File: src/bcs_pkg.sv
// Package for the blit clip setup block: widths, register indexes,
// stream packing positions and the structs passed between stages. No dependencies.
package bcs_pkg;

  localparam int COORD_BITS  = 16;
  localparam int ADDR_BITS   = 32;
  localparam int REG_FIELD_W = 16;
  localparam int CFG_DATA_W  = 32;
  localparam int CFG_IDX_W   = 3;
  localparam int NUM_REGS    = 7;

  // Internal coordinate width: room for sums of clip offsets and sizes.
  localparam int CALC_W = ((COORD_BITS > REG_FIELD_W) ? COORD_BITS : REG_FIELD_W) + 4;
  localparam int PROD_W = CALC_W + REG_FIELD_W + 1;

  localparam int PIX_W  = 32;
  localparam int SIZE_W = 15;
  localparam int SKIP_W = 16;

  // Input stream packing.
  localparam int IN_DX_LSB   = 0;
  localparam int IN_DY_LSB   = COORD_BITS;
  localparam int IN_SX_LSB   = 2 * COORD_BITS;
  localparam int IN_SY_LSB   = 3 * COORD_BITS;
  localparam int IN_W_LSB    = 4 * COORD_BITS;
  localparam int IN_H_LSB    = 5 * COORD_BITS;
  localparam int IN_DATA_W   = ((6 * COORD_BITS + 7) / 8) * 8;

  // Output stream packing.
  localparam int OUT_DST_LSB = 0;
  localparam int OUT_SRC_LSB = PIX_W;
  localparam int OUT_CW_LSB  = 2 * PIX_W;
  localparam int OUT_CH_LSB  = OUT_CW_LSB + SIZE_W;
  localparam int OUT_DSK_LSB = OUT_CH_LSB + SIZE_W;
  localparam int OUT_SSK_LSB = OUT_DSK_LSB + SKIP_W;
  localparam int OUT_USED_W  = OUT_SSK_LSB + SKIP_W;
  localparam int OUT_DATA_W  = ((OUT_USED_W + 7) / 8) * 8;

  typedef enum logic [CFG_IDX_W-1:0] {
    REG_DST_CLIP_START  = 3'd0,
    REG_DST_CLIP_END    = 3'd1,
    REG_SRC_AREA_ORIGIN = 3'd2,
    REG_SRC_AREA_SIZE   = 3'd3,
    REG_ROW_PITCHES     = 3'd4,
    REG_DST_BASE        = 3'd5,
    REG_SRC_BASE        = 3'd6
  } reg_idx_t;

  typedef logic signed [COORD_BITS-1:0] crd_t;
  typedef logic signed [CALC_W-1:0]     calc_t;
  typedef logic signed [PROD_W-1:0]     prod_t;
  typedef logic [REG_FIELD_W-1:0]       field_t;
  typedef logic [CFG_DATA_W-1:0]        cfg_word_t;
  typedef logic [ADDR_BITS-1:0]         addr_t;
  typedef logic [PIX_W-1:0]             pix_t;
  typedef logic [SIZE_W-1:0]            size_t;
  typedef logic [SKIP_W-1:0]            skip_t;

  // Decoded configuration, as seen by the pipeline.
  typedef struct packed {
    calc_t  cx0;
    calc_t  cy0;
    calc_t  cx1;
    calc_t  cy1;
    calc_t  ax0;
    calc_t  ay0;
    calc_t  ax1;
    calc_t  ay1;
    field_t dpitch;
    field_t spitch;
    addr_t  dbase;
    addr_t  sbase;
  } cfg_t;

  // Command state through the clipping stages.
  typedef struct packed {
    calc_t dx;
    calc_t dy;
    calc_t sx;
    calc_t sy;
    calc_t w;
    calc_t h;
    logic  rej;
  } clip_t;

  // Result item.
  typedef struct packed {
    logic  accepted;
    pix_t  dst_start;
    pix_t  src_start;
    size_t clipped_width;
    size_t clipped_height;
    skip_t dst_row_skip;
    skip_t src_row_skip;
  } res_t;

endpackage

File: src/blit_clip_setup.sv
// Top level of the blit clip setup block: configuration registers, the
// clipping pipeline and the address pipeline. Uses bcs_pkg and the three submodules.
//
// Usage: each command transfer on the in_ channel carries a rectangle copy
// (destination corner, source corner, width, height). The block clips it
// against the destination clip rectangle, then against the source area,
// and returns exactly one result transfer on the out_ channel per command,
// in command order. out_tuser is 1 for a copy that remains and 0 for a
// rejected one; a rejected result has all of out_tdata at zero.
// An input transfer reaches out_tvalid through eight registered stages: five
// clipping stages, a multiply stage, an address sum stage and the output register.
// The block takes one command per cycle while the output is not stalled; every
// stage holds one command and moves on whenever the stage after it is empty or moving.
// When the receiver holds out_tready low, the result stays on the port and
// the stages behind it fill up; in_tready falls only once all eight are full,
// and it rises again in the cycle the output is taken.
// The cfg_ channel is always ready. A write reaches the pipeline through the
// register file and its registered decode; writes to indexes past the last
// register are dropped. Reset zeroes the config registers and empties the pipeline.
module blit_clip_setup (
  input  logic                           clk,
  input  logic                           rst_n,
  // Commands. in_tdata fields from bit 0 up: dest_x, dest_y, source_x,
  // source_y, copy_width, copy_height (16 bits each, signed).
  input  logic                           in_tvalid,
  output logic                           in_tready,
  input  logic [bcs_pkg::IN_DATA_W-1:0]  in_tdata,
  // Results. out_tdata fields from bit 0 up: dst_start (32), src_start (32),
  // clipped_width (15), clipped_height (15), dst_row_skip (16),
  // src_row_skip (16), then two zero bits.
  output logic                           out_tvalid,
  input  logic                           out_tready,
  output logic [bcs_pkg::OUT_DATA_W-1:0] out_tdata,
  // out_tuser: accepted.
  output logic [0:0]                     out_tuser,
  // Register writes.
  input  logic                           cfg_valid,
  output logic                           cfg_ready,
  input  logic [bcs_pkg::CFG_IDX_W-1:0]  cfg_index,
  input  bcs_pkg::cfg_word_t             cfg_data
);

  bcs_pkg::cfg_t  cfg;
  bcs_pkg::clip_t clip_cmd;
  bcs_pkg::res_t  res;
  logic           clip_valid;
  logic           clip_ready;

  assign cfg_ready = 1'b1;

  bcs_cfg_regs u_cfg (
    .clk       (clk),
    .rst_n     (rst_n),
    .cfg_valid (cfg_valid),
    .cfg_index (cfg_index),
    .cfg_data  (cfg_data),
    .cfg_o     (cfg)
  );

  bcs_clip u_clip (
    .clk      (clk),
    .rst_n    (rst_n),
    .cfg      (cfg),
    .up_valid (in_tvalid),
    .up_ready (in_tready),
    .up_data  (in_tdata),
    .dn_valid (clip_valid),
    .dn_ready (clip_ready),
    .dn_cmd   (clip_cmd)
  );

  bcs_addr u_addr (
    .clk      (clk),
    .rst_n    (rst_n),
    .cfg      (cfg),
    .up_valid (clip_valid),
    .up_ready (clip_ready),
    .up_cmd   (clip_cmd),
    .dn_valid (out_tvalid),
    .dn_ready (out_tready),
    .dn_res   (res)
  );

  // Pack the result fields; the padding bits stay zero.
  always_comb begin
    out_tdata = '0;
    out_tdata[bcs_pkg::OUT_DST_LSB +: bcs_pkg::PIX_W]  = res.dst_start;
    out_tdata[bcs_pkg::OUT_SRC_LSB +: bcs_pkg::PIX_W]  = res.src_start;
    out_tdata[bcs_pkg::OUT_CW_LSB  +: bcs_pkg::SIZE_W] = res.clipped_width;
    out_tdata[bcs_pkg::OUT_CH_LSB  +: bcs_pkg::SIZE_W] = res.clipped_height;
    out_tdata[bcs_pkg::OUT_DSK_LSB +: bcs_pkg::SKIP_W] = res.dst_row_skip;
    out_tdata[bcs_pkg::OUT_SSK_LSB +: bcs_pkg::SKIP_W] = res.src_row_skip;
    out_tuser[0] = res.accepted;
  end

endmodule

File: src/bcs_cfg_regs.sv
// Configuration register file of the blit clip setup block.
// Holds the seven registers and a registered decode of them. Uses bcs_pkg.
module bcs_cfg_regs (
  input  logic                        clk,
  input  logic                        rst_n,
  input  logic                        cfg_valid,
  input  logic [bcs_pkg::CFG_IDX_W-1:0] cfg_index,
  input  bcs_pkg::cfg_word_t          cfg_data,
  output bcs_pkg::cfg_t               cfg_o
);

  bcs_pkg::cfg_word_t cfg_r [bcs_pkg::NUM_REGS];
  bcs_pkg::cfg_t      dec_nxt;
  bcs_pkg::cfg_t      dec_r;

  always_ff @(posedge clk) begin
    if (!rst_n) begin
      for (int i = 0; i < bcs_pkg::NUM_REGS; i++) cfg_r[i] <= '0;
    end else if (cfg_valid && (32'(cfg_index) < 32'(bcs_pkg::NUM_REGS))) begin
      cfg_r[cfg_index] <= cfg_data;
    end
  end

  // Coordinates are 16-bit signed halves; sizes and pitches are unsigned.
  always_comb begin
    dec_nxt.cx0 = bcs_pkg::calc_t'($signed(cfg_r[bcs_pkg::REG_DST_CLIP_START][15:0]));
    dec_nxt.cy0 = bcs_pkg::calc_t'($signed(cfg_r[bcs_pkg::REG_DST_CLIP_START][31:16]));
    dec_nxt.cx1 = bcs_pkg::calc_t'($signed(cfg_r[bcs_pkg::REG_DST_CLIP_END][15:0]));
    dec_nxt.cy1 = bcs_pkg::calc_t'($signed(cfg_r[bcs_pkg::REG_DST_CLIP_END][31:16]));
    dec_nxt.ax0 = bcs_pkg::calc_t'($signed(cfg_r[bcs_pkg::REG_SRC_AREA_ORIGIN][15:0]));
    dec_nxt.ay0 = bcs_pkg::calc_t'($signed(cfg_r[bcs_pkg::REG_SRC_AREA_ORIGIN][31:16]));
    dec_nxt.ax1 = dec_nxt.ax0
                + bcs_pkg::calc_t'($signed({1'b0, cfg_r[bcs_pkg::REG_SRC_AREA_SIZE][15:0]}))
                - bcs_pkg::calc_t'(1);
    dec_nxt.ay1 = dec_nxt.ay0
                + bcs_pkg::calc_t'($signed({1'b0, cfg_r[bcs_pkg::REG_SRC_AREA_SIZE][31:16]}))
                - bcs_pkg::calc_t'(1);
    dec_nxt.dpitch = cfg_r[bcs_pkg::REG_ROW_PITCHES][15:0];
    dec_nxt.spitch = cfg_r[bcs_pkg::REG_ROW_PITCHES][31:16];
    dec_nxt.dbase  = bcs_pkg::addr_t'(cfg_r[bcs_pkg::REG_DST_BASE]);
    dec_nxt.sbase  = bcs_pkg::addr_t'(cfg_r[bcs_pkg::REG_SRC_BASE]);
  end

  always_ff @(posedge clk) begin
    if (!rst_n) begin
      dec_r <= '0;
    end else begin
      dec_r <= dec_nxt;
    end
  end

  assign cfg_o = dec_r;

endmodule

File: src/bcs_clip.sv
// Clipping pipeline of the blit clip setup block: input capture, start
// clipping (destination then source) and end clipping. Uses bcs_pkg.
module bcs_clip (
  input  logic                          clk,
  input  logic                          rst_n,
  input  bcs_pkg::cfg_t                 cfg,
  input  logic                          up_valid,
  output logic                          up_ready,
  input  logic [bcs_pkg::IN_DATA_W-1:0] up_data,
  output logic                          dn_valid,
  input  logic                          dn_ready,
  output bcs_pkg::clip_t                dn_cmd
);

  localparam int NS = 5;

  logic [NS-1:0]  vld_r;
  logic [NS-1:0]  adv;

  bcs_pkg::clip_t s0_nxt, s1_nxt, s2_nxt, s3_nxt, s4_nxt;
  bcs_pkg::clip_t s0_r, s1_r, s2_r, s3_r, s4_r;
  bcs_pkg::calc_t dlx, dly, ex, ey;

  // A stage may load when it is empty or its content moves on.
  always_comb begin
    adv[NS-1] = !vld_r[NS-1] || dn_ready;
    for (int k = NS - 2; k >= 0; k--) adv[k] = !vld_r[k] || adv[k+1];
  end

  always_ff @(posedge clk) begin
    if (!rst_n) begin
      vld_r <= '0;
    end else begin
      if (adv[0]) vld_r[0] <= up_valid;
      for (int k = 1; k < NS; k++) begin
        if (adv[k]) vld_r[k] <= vld_r[k-1];
      end
    end
  end

  // Stage 0: unpack the command.
  always_comb begin
    s0_nxt.dx  = bcs_pkg::calc_t'(bcs_pkg::crd_t'(
                   up_data[bcs_pkg::IN_DX_LSB +: bcs_pkg::COORD_BITS]));
    s0_nxt.dy  = bcs_pkg::calc_t'(bcs_pkg::crd_t'(
                   up_data[bcs_pkg::IN_DY_LSB +: bcs_pkg::COORD_BITS]));
    s0_nxt.sx  = bcs_pkg::calc_t'(bcs_pkg::crd_t'(
                   up_data[bcs_pkg::IN_SX_LSB +: bcs_pkg::COORD_BITS]));
    s0_nxt.sy  = bcs_pkg::calc_t'(bcs_pkg::crd_t'(
                   up_data[bcs_pkg::IN_SY_LSB +: bcs_pkg::COORD_BITS]));
    s0_nxt.w   = bcs_pkg::calc_t'(bcs_pkg::crd_t'(
                   up_data[bcs_pkg::IN_W_LSB +: bcs_pkg::COORD_BITS]));
    s0_nxt.h   = bcs_pkg::calc_t'(bcs_pkg::crd_t'(
                   up_data[bcs_pkg::IN_H_LSB +: bcs_pkg::COORD_BITS]));
    s0_nxt.rej = 1'b0;
  end

  // Stage 1: early reject, then move the start into the destination clip.
  always_comb begin
    s1_nxt = s0_r;
    s1_nxt.rej = (s0_r.dx > cfg.cx1) || (s0_r.dy > cfg.cy1)
              || (s0_r.sx > cfg.ax1) || (s0_r.sy > cfg.ay1);
    dlx = cfg.cx0 - s0_r.dx;
    dly = cfg.cy0 - s0_r.dy;
    if (s0_r.dx < cfg.cx0) begin
      s1_nxt.w  = s0_r.w - dlx;
      s1_nxt.sx = s0_r.sx + dlx;
      s1_nxt.dx = cfg.cx0;
    end
    if (s0_r.dy < cfg.cy0) begin
      s1_nxt.h  = s0_r.h - dly;
      s1_nxt.sy = s0_r.sy + dly;
      s1_nxt.dy = cfg.cy0;
    end
    s1_nxt.rej = s1_nxt.rej || (s1_nxt.sx > cfg.ax1) || (s1_nxt.sy > cfg.ay1);
  end

  // Stage 2: move the start into the source area.
  always_comb begin
    s2_nxt = s1_r;
    if (s1_r.sx < cfg.ax0) begin
      s2_nxt.w  = s1_r.w - (cfg.ax0 - s1_r.sx);
      s2_nxt.dx = s1_r.dx + (cfg.ax0 - s1_r.sx);
      s2_nxt.sx = cfg.ax0;
    end
    if (s1_r.sy < cfg.ay0) begin
      s2_nxt.h  = s1_r.h - (cfg.ay0 - s1_r.sy);
      s2_nxt.dy = s1_r.dy + (cfg.ay0 - s1_r.sy);
      s2_nxt.sy = cfg.ay0;
    end
    s2_nxt.rej = s1_r.rej || (s2_nxt.dx > cfg.cx1) || (s2_nxt.dy > cfg.cy1);
  end

  // Stage 3: cut the far edges at the destination clip end.
  always_comb begin
    s3_nxt = s2_r;
    ex = s2_r.dx + s2_r.w - bcs_pkg::calc_t'(1);
    ey = s2_r.dy + s2_r.h - bcs_pkg::calc_t'(1);
    if (ex > cfg.cx1) s3_nxt.w = s2_r.w - (ex - cfg.cx1);
    if (ey > cfg.cy1) s3_nxt.h = s2_r.h - (ey - cfg.cy1);
    s3_nxt.rej = s2_r.rej || (ex < cfg.cx0) || (ey < cfg.cy0)
              || (s3_nxt.w < bcs_pkg::calc_t'(1)) || (s3_nxt.h < bcs_pkg::calc_t'(1));
  end

  // Stage 4: cut the far edges at the source area end.
  always_comb begin
    s4_nxt = s3_r;
    if ((s3_r.sx + s3_r.w - bcs_pkg::calc_t'(1)) > cfg.ax1) begin
      s4_nxt.w = cfg.ax1 - s3_r.sx + bcs_pkg::calc_t'(1);
    end
    if ((s3_r.sy + s3_r.h - bcs_pkg::calc_t'(1)) > cfg.ay1) begin
      s4_nxt.h = cfg.ay1 - s3_r.sy + bcs_pkg::calc_t'(1);
    end
    s4_nxt.rej = s3_r.rej
              || ((s3_r.sx + s3_r.w - bcs_pkg::calc_t'(1)) < cfg.ax0)
              || ((s3_r.sy + s3_r.h - bcs_pkg::calc_t'(1)) < cfg.ay0)
              || (s4_nxt.w < bcs_pkg::calc_t'(1)) || (s4_nxt.h < bcs_pkg::calc_t'(1));
  end

  always_ff @(posedge clk) begin
    if (adv[0]) s0_r <= s0_nxt;
    if (adv[1]) s1_r <= s1_nxt;
    if (adv[2]) s2_r <= s2_nxt;
    if (adv[3]) s3_r <= s3_nxt;
    if (adv[4]) s4_r <= s4_nxt;
  end

  assign up_ready = adv[0];
  assign dn_valid = vld_r[NS-1];
  assign dn_cmd   = s4_r;

endmodule

File: src/bcs_addr.sv
// Address pipeline of the blit clip setup block: row multiply, start index
// sums, equal-start reject and the output register. Uses bcs_pkg.
module bcs_addr (
  input  logic           clk,
  input  logic           rst_n,
  input  bcs_pkg::cfg_t  cfg,
  input  logic           up_valid,
  output logic           up_ready,
  input  bcs_pkg::clip_t up_cmd,
  output logic           dn_valid,
  input  logic           dn_ready,
  output bcs_pkg::res_t  dn_res
);

  localparam int NS = 3;

  typedef struct packed {
    bcs_pkg::prod_t dprod;
    bcs_pkg::prod_t sprod;
    bcs_pkg::calc_t dx;
    bcs_pkg::calc_t sx;
    bcs_pkg::calc_t w;
    bcs_pkg::calc_t h;
    logic           rej;
  } mul_t;

  typedef struct packed {
    bcs_pkg::addr_t ds;
    bcs_pkg::addr_t ss;
    bcs_pkg::size_t w;
    bcs_pkg::size_t h;
    bcs_pkg::skip_t dskip;
    bcs_pkg::skip_t sskip;
    logic           rej;
  } sum_t;

  logic [NS-1:0] vld_r;
  logic [NS-1:0] adv;
  mul_t          m_nxt, m_r;
  sum_t          a_nxt, a_r;
  bcs_pkg::res_t r_nxt, r_r;
  logic          rej_out;

  always_comb begin
    adv[NS-1] = !vld_r[NS-1] || dn_ready;
    for (int k = NS - 2; k >= 0; k--) adv[k] = !vld_r[k] || adv[k+1];
  end

  always_ff @(posedge clk) begin
    if (!rst_n) begin
      vld_r <= '0;
    end else begin
      if (adv[0]) vld_r[0] <= up_valid;
      for (int k = 1; k < NS; k++) begin
        if (adv[k]) vld_r[k] <= vld_r[k-1];
      end
    end
  end

  // Stage 0: y times pitch, plus the last check that the destination
  // still reaches into the clip after the source cut.
  always_comb begin
    m_nxt.dprod = up_cmd.dy * $signed({1'b0, cfg.dpitch});
    m_nxt.sprod = up_cmd.sy * $signed({1'b0, cfg.spitch});
    m_nxt.dx    = up_cmd.dx;
    m_nxt.sx    = up_cmd.sx;
    m_nxt.w     = up_cmd.w;
    m_nxt.h     = up_cmd.h;
    m_nxt.rej   = up_cmd.rej
               || ((up_cmd.dx + up_cmd.w - bcs_pkg::calc_t'(1)) < cfg.cx0)
               || ((up_cmd.dy + up_cmd.h - bcs_pkg::calc_t'(1)) < cfg.cy0);
  end

  // Stage 1: base + row offset + x, wrapping at the address width.
  always_comb begin
    a_nxt.ds    = cfg.dbase + bcs_pkg::addr_t'(m_r.dprod) + bcs_pkg::addr_t'(m_r.dx);
    a_nxt.ss    = cfg.sbase + bcs_pkg::addr_t'(m_r.sprod) + bcs_pkg::addr_t'(m_r.sx);
    a_nxt.w     = bcs_pkg::size_t'(m_r.w);
    a_nxt.h     = bcs_pkg::size_t'(m_r.h);
    a_nxt.dskip = bcs_pkg::skip_t'(cfg.dpitch) - bcs_pkg::skip_t'(m_r.w);
    a_nxt.sskip = bcs_pkg::skip_t'(cfg.spitch) - bcs_pkg::skip_t'(m_r.w);
    a_nxt.rej   = m_r.rej;
  end

  // Stage 2: a copy onto itself is dropped; rejected results read all zero.
  always_comb begin
    rej_out = a_r.rej || (a_r.ds == a_r.ss);
    r_nxt   = '0;
    if (!rej_out) begin
      r_nxt.accepted       = 1'b1;
      r_nxt.dst_start      = bcs_pkg::pix_t'(a_r.ds);
      r_nxt.src_start      = bcs_pkg::pix_t'(a_r.ss);
      r_nxt.clipped_width  = a_r.w;
      r_nxt.clipped_height = a_r.h;
      r_nxt.dst_row_skip   = a_r.dskip;
      r_nxt.src_row_skip   = a_r.sskip;
    end
  end

  always_ff @(posedge clk) begin
    if (adv[0]) m_r <= m_nxt;
    if (adv[1]) a_r <= a_nxt;
    if (adv[2]) r_r <= r_nxt;
  end

  assign up_ready = adv[0];
  assign dn_valid = vld_r[NS-1];
  assign dn_res   = r_r;

endmodule

File: config.mk
export PLATFORM = sky130hd
export DESIGN_NAME = blit_clip_setup
export DESIGN_NICKNAME = d
export VERILOG_FILES = /design/src/bcs_pkg.sv /design/src/blit_clip_setup.sv /design/src/bcs_cfg_regs.sv /design/src/bcs_clip.sv /design/src/bcs_addr.sv
export SDC_FILE = /design/constraint.sdc
export NUM_CORES = 2
export LEC_CHECK = 0
export BUFFER_PORTS_ARGS = -buffer_cell sky130_fd_sc_hd__buf_2
export CAP_MARGIN = 20
export CELL_PAD_IN_SITES_DETAIL_PLACEMENT = 1
export CELL_PAD_IN_SITES_GLOBAL_PLACEMENT = 2
export CORE_AREA = 2 2 519 521
export DETAILED_ROUTE_END_ITERATION = 12
export DIE_AREA = 0 0 521 523
export PLACE_DENSITY = 0.85
export REMOVE_ABC_BUFFERS = 1
export SLEW_MARGIN = 15
export SYNTH_ARGS = -nofsm -noshare
export SYNTH_HDL_FRONTEND = slang
export SYNTH_SLANG_ARGS = --single-unit
File: constraint.sdc
create_clock -name clk -period 7.8 [get_ports clk]
set_clock_uncertainty 0.05 [all_clocks]
set_input_delay 2.34 -clock clk [delete_from_list [all_inputs] [get_ports clk]]
set_output_delay 2.34 -clock clk [all_outputs]
set_load 0.02 [all_outputs]
# After elaboration in Yosys (flattened, before gate mapping)
# Memories as Yosys holds them, arrays and structs flattened. A register that Yosys moved wholly into a read port is not among the register bits.
# Index checks and enable logic that the tools add are counted.
# totals
rom_bits,0
wordCells,205
in_bits,136
regBits,1050
n_memories,1
latch_bits,0
mem_bits_rw,224
out_inout_bits,132
# classes
eq_ne,1
div_mod_pow,0
order_cmp,27
reduce_logical,41
mul,2
add_sub_neg,42
bitwise,0
shift,0
n_mux,24
# memory_table
memory,words,word_bits,read_ports,rd_clocked_by_memory_dff,write_ports,line_no,source
u_cfg.cfg_r,7,32,7,5,7,bcs_cfg_regs.sv:12,bcs_pkg::cfg_word_t cfg_r [bcs_pkg::NUM_REGS];
# op_table
operator,n
two-way mux 20 bit,16
adder 20 bit,8
less-than comparator 20 x 16 -> 1 bit,8
subtractor 20 x 2 -> 20 bit (second input constant),8
adder 32 bit,4
two-way mux 127 bit,1
subtractor 20 bit,6
> comparator 20 x 16 -> 1 bit,4
> comparator 20 bit,4
less-than comparator 20 x 2 -> 1 bit (second input constant),4
adder 16 x 17 -> 18 bit,4
multiplier 20 x 17 -> 32 bit,2
adder 20 x 2 -> 20 bit (second input constant),2
> comparator 16 x 20 -> 1 bit,2
subtractor 16 x 20 -> 20 bit,2
subtractor 20 x 16 -> 20 bit,2
subtractor 16 x 17 -> 18 bit,2
subtractor 16 x 16 -> 17 bit,2
== test 32 bit,1
> comparator 16 bit,2
less-than comparator 16 bit,2
two-way mux 32 bit,1
OR reduction 32 bit,1
subtractor 16 bit,2
6 further kinds,47

# Logic depth before layout (Yosys ltp)
# depth
ltp_word,9
depth_mapped,32
depth_no_buf,32

# Cells and area by module
# A second synthesis with hierarchy kept.
# hier_totals
hier_cells,10890
area_unflattened_um2,109956.7
# modules_own_cells
module,n_inst,seq_area_each_um2,area_per_inst_um2,cells_each
bcs_clip,1,17516.8,49130.9,5052
bcs_addr,1,11771.3,44169.9,4354
bcs_cfg_regs,1,11010.6,16625.9,1479
blit_clip_setup,1,0.0,30.0,5

# Worst setup path before layout
# Ideal clock, no wire load.
# synth_timing
path_kind,in2out
start,input out_tready
end,output in_tready
path_slack_ps,84
t_required_ps,5410
n_path_buf,0
arrival_time_ps,5326
path_stages,6
cell_sequence,nor2b_1 > and3_1 > and2_1 > and3_1 > and2_1 > nand2_1
# synth_between
elab_chain_cells,8
# synth_lines
element,line_no,source
"start, declared",blit_clip_setup.sv:32,"input logic out_tready,"
logical OR 1 bit,bcs_addr.sv:45,adv[NS-1] = !vld_r[NS-1] || dn_ready;
logical OR 1 bit (2 in series),bcs_addr.sv:46,for (int k = NS - 2; k >= 0; k--) adv[k] = !vld_r[k] || adv[k+1];
logical OR 1 bit,bcs_clip.sv:26,adv[NS-1] = !vld_r[NS-1] || dn_ready;
logical OR 1 bit (4 in series),bcs_clip.sv:27,for (int k = NS - 2; k >= 0; k--) adv[k] = !vld_r[k] || adv[k+1];
"end, declared",blit_clip_setup.sv:26,"output logic in_tready,"
# Every way passes these cells.

==> out/summary.txt <==
worst hold path class = reg -> reg
layout cells sized above 1 = 7.93%
synth warn = 0
Setup violations, final = 0
top cell type's share of synthesized area = 32.0%
CTS Buffer Depth = 4
Hold Vio Cnt, Final = 0
adder-cell share of the synthesized area = 26.8%
Ports = 268
XOR/XNOR share of the synthesized area = 4.73%
crit path launch type = register
final instance count without filler cells = 14300
Syn Inst Count = 10300
CP Max Fanout = 17
Post-Route WL = 370000 um
max_cap viols = 0
GP Congestion = 0.971
Main synth FF type = edfxtp_1
Area growth syn-to-layout = 11.2%
# H-tree levels = 4
grt met1 use = 36.7%
Reg clk slew, reported paths = 60 ps
met3 Use GR = 3.09%
antenna-violating nets left = 0
sequential cell area fraction in the yosys report = 37.1%
Tightest Pin Transition = 1150 ps
port bufs = 264
Nets = 12600
Netlist Area Pre-Place = 106000 um^2
initial antenna violation count = 47
RSZ-0062 raised after global routing = false
Clock Latency Late Sink = 930 ps
busiest grt layer = met2
Sink Count = 1404
Tmin final = 7450 ps
Num CTS Buffers = 175
fraction of registers with async set or reset after synthesis = 0%
synthesized flop and latch total = 1404
Inst Count DP = 14000
ranking of synthesized cells by area = edfxtp_1 32%, ha_1 14%, fa_1 13%
Vias/cell = 5.44
Worst EP arrival = 7960 ps
CTS tree = yes
status = completed
CTS Root Cell = clkbuf_16
Syn Area/Cell = 10.4 um^2
max-slew violations = 0
Die Y = 523 um
DR pass1 iterations = 5
Simple-Gate Fraction of Synth Area = 13.0%
Compound-Gate Fraction of Synth Area = 10.0%
DIE WIDTH = 521 um
met2 usage = 44.2%
post-synthesis mux area share = 1.85%
crit end category = register
first-pass GRT wire length = 540000 um
relative slew slack = 22.3%
Die ar. = 272000 um^2
Vias = 77700
Core ar. = 267000 um^2
fmax = 134 MHz
DRT iter0 DRCs = 5705
largest net degree at the start of global routing = 128
global route overflow = 0
Placement Rows = 190
WL/cell = 25.9 um
Yosys top cell by area = edfxtp_1
Hold Buf Count CTS = 0
Critical Path RT = 8310 ps
initial core utilization = 39.8%
EDFF count, synth = 1132
vias in the first global route = 82000
GRT Total Usage = 26.8%
most common library cells after synthesis = 1619 x inv_1, 1182 x ha_1, 1132 x edfxtp_1, 753 x nand2_1, 682 x fa_1
period utilisation layout = 95.6%
Setup CP Type = reg -> reg
main combinational cell family by area after synthesis = adder cells
dpl hpwl = 301000 um
count leader, synth = inv_1
drt drc = 0
Cell variety after synth = 85
## cell families after synthesis
| kind of cell | after synthesis |
|---|---|
| buffers and inverters | 1838 |
| and+or+nand+nor | 2752 |
| muxes | 181 |
| adders and majority gates | 1864 |
| AOI/OAI and AO/OA | 1640 |
| other | 2 |
| xor gates and xnor gates | 574 |
| DFF | 1404 |
## path summary, 6_finish.rpt
kind	start	slack, ps	end	depth (start not counted)
max	u_clip.s2_r[21]	350	u_clip.s3_r[0]	27
min reg2reg	u_cfg.cfg_r[5][26]	330	u_cfg.cfg_o[58]	1
max reg2reg	u_clip.s2_r[21]	350	u_clip.s3_r[0]	27
min	u_cfg.cfg_r[5][26]	330	u_cfg.cfg_o[58]	1
## critical path: stages, from the launching register on
cell,delay [ps]
edfxtp_1,460
inv_1,120
ha_1,200
inv_1,80
ha_1,240
fa_1,470
a21o_1,230
a21oi_2,200
nor2b_1,80
o21a_1,190
o41ai_2,210
buf_4,180
o2111ai_1,210
and3_1,230
nor2_1,100
a21oi_1,80
xnor2_1,160
ha_1,510
and4_1,340
and4_1,230
a21bo_2,250
o2111ai_1,240
mux2_2,580
o21ai_0,290
or4b_2,630
a41oi_2,220
buf_4,200
o311ai_1,130
## metal layers
metal  wire [um]  share of wire, %  vias to the layer above
met4       13000               3.5                        6
met2      171000                46                     2165
met1      166000                45                    39500
li1            -                 -                    35500
met3       20000               5.4                      512
met5          41             0.011                        -
## flip-flops by register name, indices dropped and copies added, names as in the netlist, 96 cells and up
signal,cells
u_cfg.cfg_o,232
u_cfg.cfg_r,224
u_addr.a_r,127
u_addr.dn_res,127
u_clip.dn_cmd,117
u_clip.s2_r,117
u_clip.s3_r,117
u_clip.s1_r,105
u_addr.m_r,103
u_clip.s0_r,96
## area by class of cell
cell class / instances / area [um^2]
antenna: 11 / 27.5
clock buffer: 208 / 4650
clock inverter: 106 / 1170
fill: 29500 / 149000
inverter: 1620 / 6100
multi-input combinational: 7014 / 60100
sequential: 1404 / 39400
tap: 3552 / 4440
timing repair buffer: 373 / 2250
## cells in the final DEF (no fill, tap or decap), drive strengths merged, types with 27 or more instances in the layout
| cell | Yosys | routed |
|---|---|---|
| nor2b | 95 | 95 |
| nand2 | 753 | 753 |
| clkinv | 0 | 55 |
| a211oi | 81 | 81 |
| o21a | 107 | 107 |
| o21bai | 57 | 57 |
| clkbuf | 207 | 208 |
| mux2i | 70 | 70 |
| mux2 | 110 | 110 |
| and2 | 657 | 657 |
| o21ai | 373 | 373 |
| edfxtp | 1132 | 1132 |
| nor2 | 506 | 506 |
| nand4 | 86 | 86 |
| o211ai | 41 | 41 |
| buf | 11 | 372 |
| a21o | 242 | 242 |
| nor3 | 173 | 173 |
| a21oi | 417 | 417 |
| or2 | 27 | 27 |
| a2111oi | 28 | 28 |
| inv | 1620 | 1635 |
| nor4 | 35 | 35 |
| fa | 682 | 682 |
| nand3 | 131 | 131 |
| or3 | 87 | 87 |
| a31oi | 34 | 34 |
| o31ai | 35 | 35 |
| xor2 | 171 | 171 |
| ha | 1182 | 1182 |
| dfxtp | 272 | 272 |
| and3 | 65 | 65 |
| xnor2 | 403 | 403 |
| nand2b | 67 | 67 |
## through the flow
| step | utilization, % | worst slack (ps) | setup TNS (ps) | cell area (um^2) | hold slack, ps |
|---|---|---|---|---|---|
| finish | 44.3 | 345 | 0 | 118000 | 335 |
| global route | 44.3 | 33.3 | 0 | 118000 | 342 |
| CTS | 44.2 | 26.4 | 0 | 118000 | 329 |
| detailed placement | 42.0 | -3.63 | -3.63 | 112000 | 356 |
| global placement | 42.0 | 87.1 | 0 | 112000 | 351 |
| floorplan | - | -1560 | -1650 | 105000 | 350 |
## timing repair
item                                    CTS  global route
endpoints found under the setup margin    1             1
gates resized for setup                   2            14
pin swaps                                 0             0
buffers inserted                          0             2
Power is left out: the tool's default activity adds up to more than one toggle a clock period on the data nets, which glitch-free logic cannot reach.
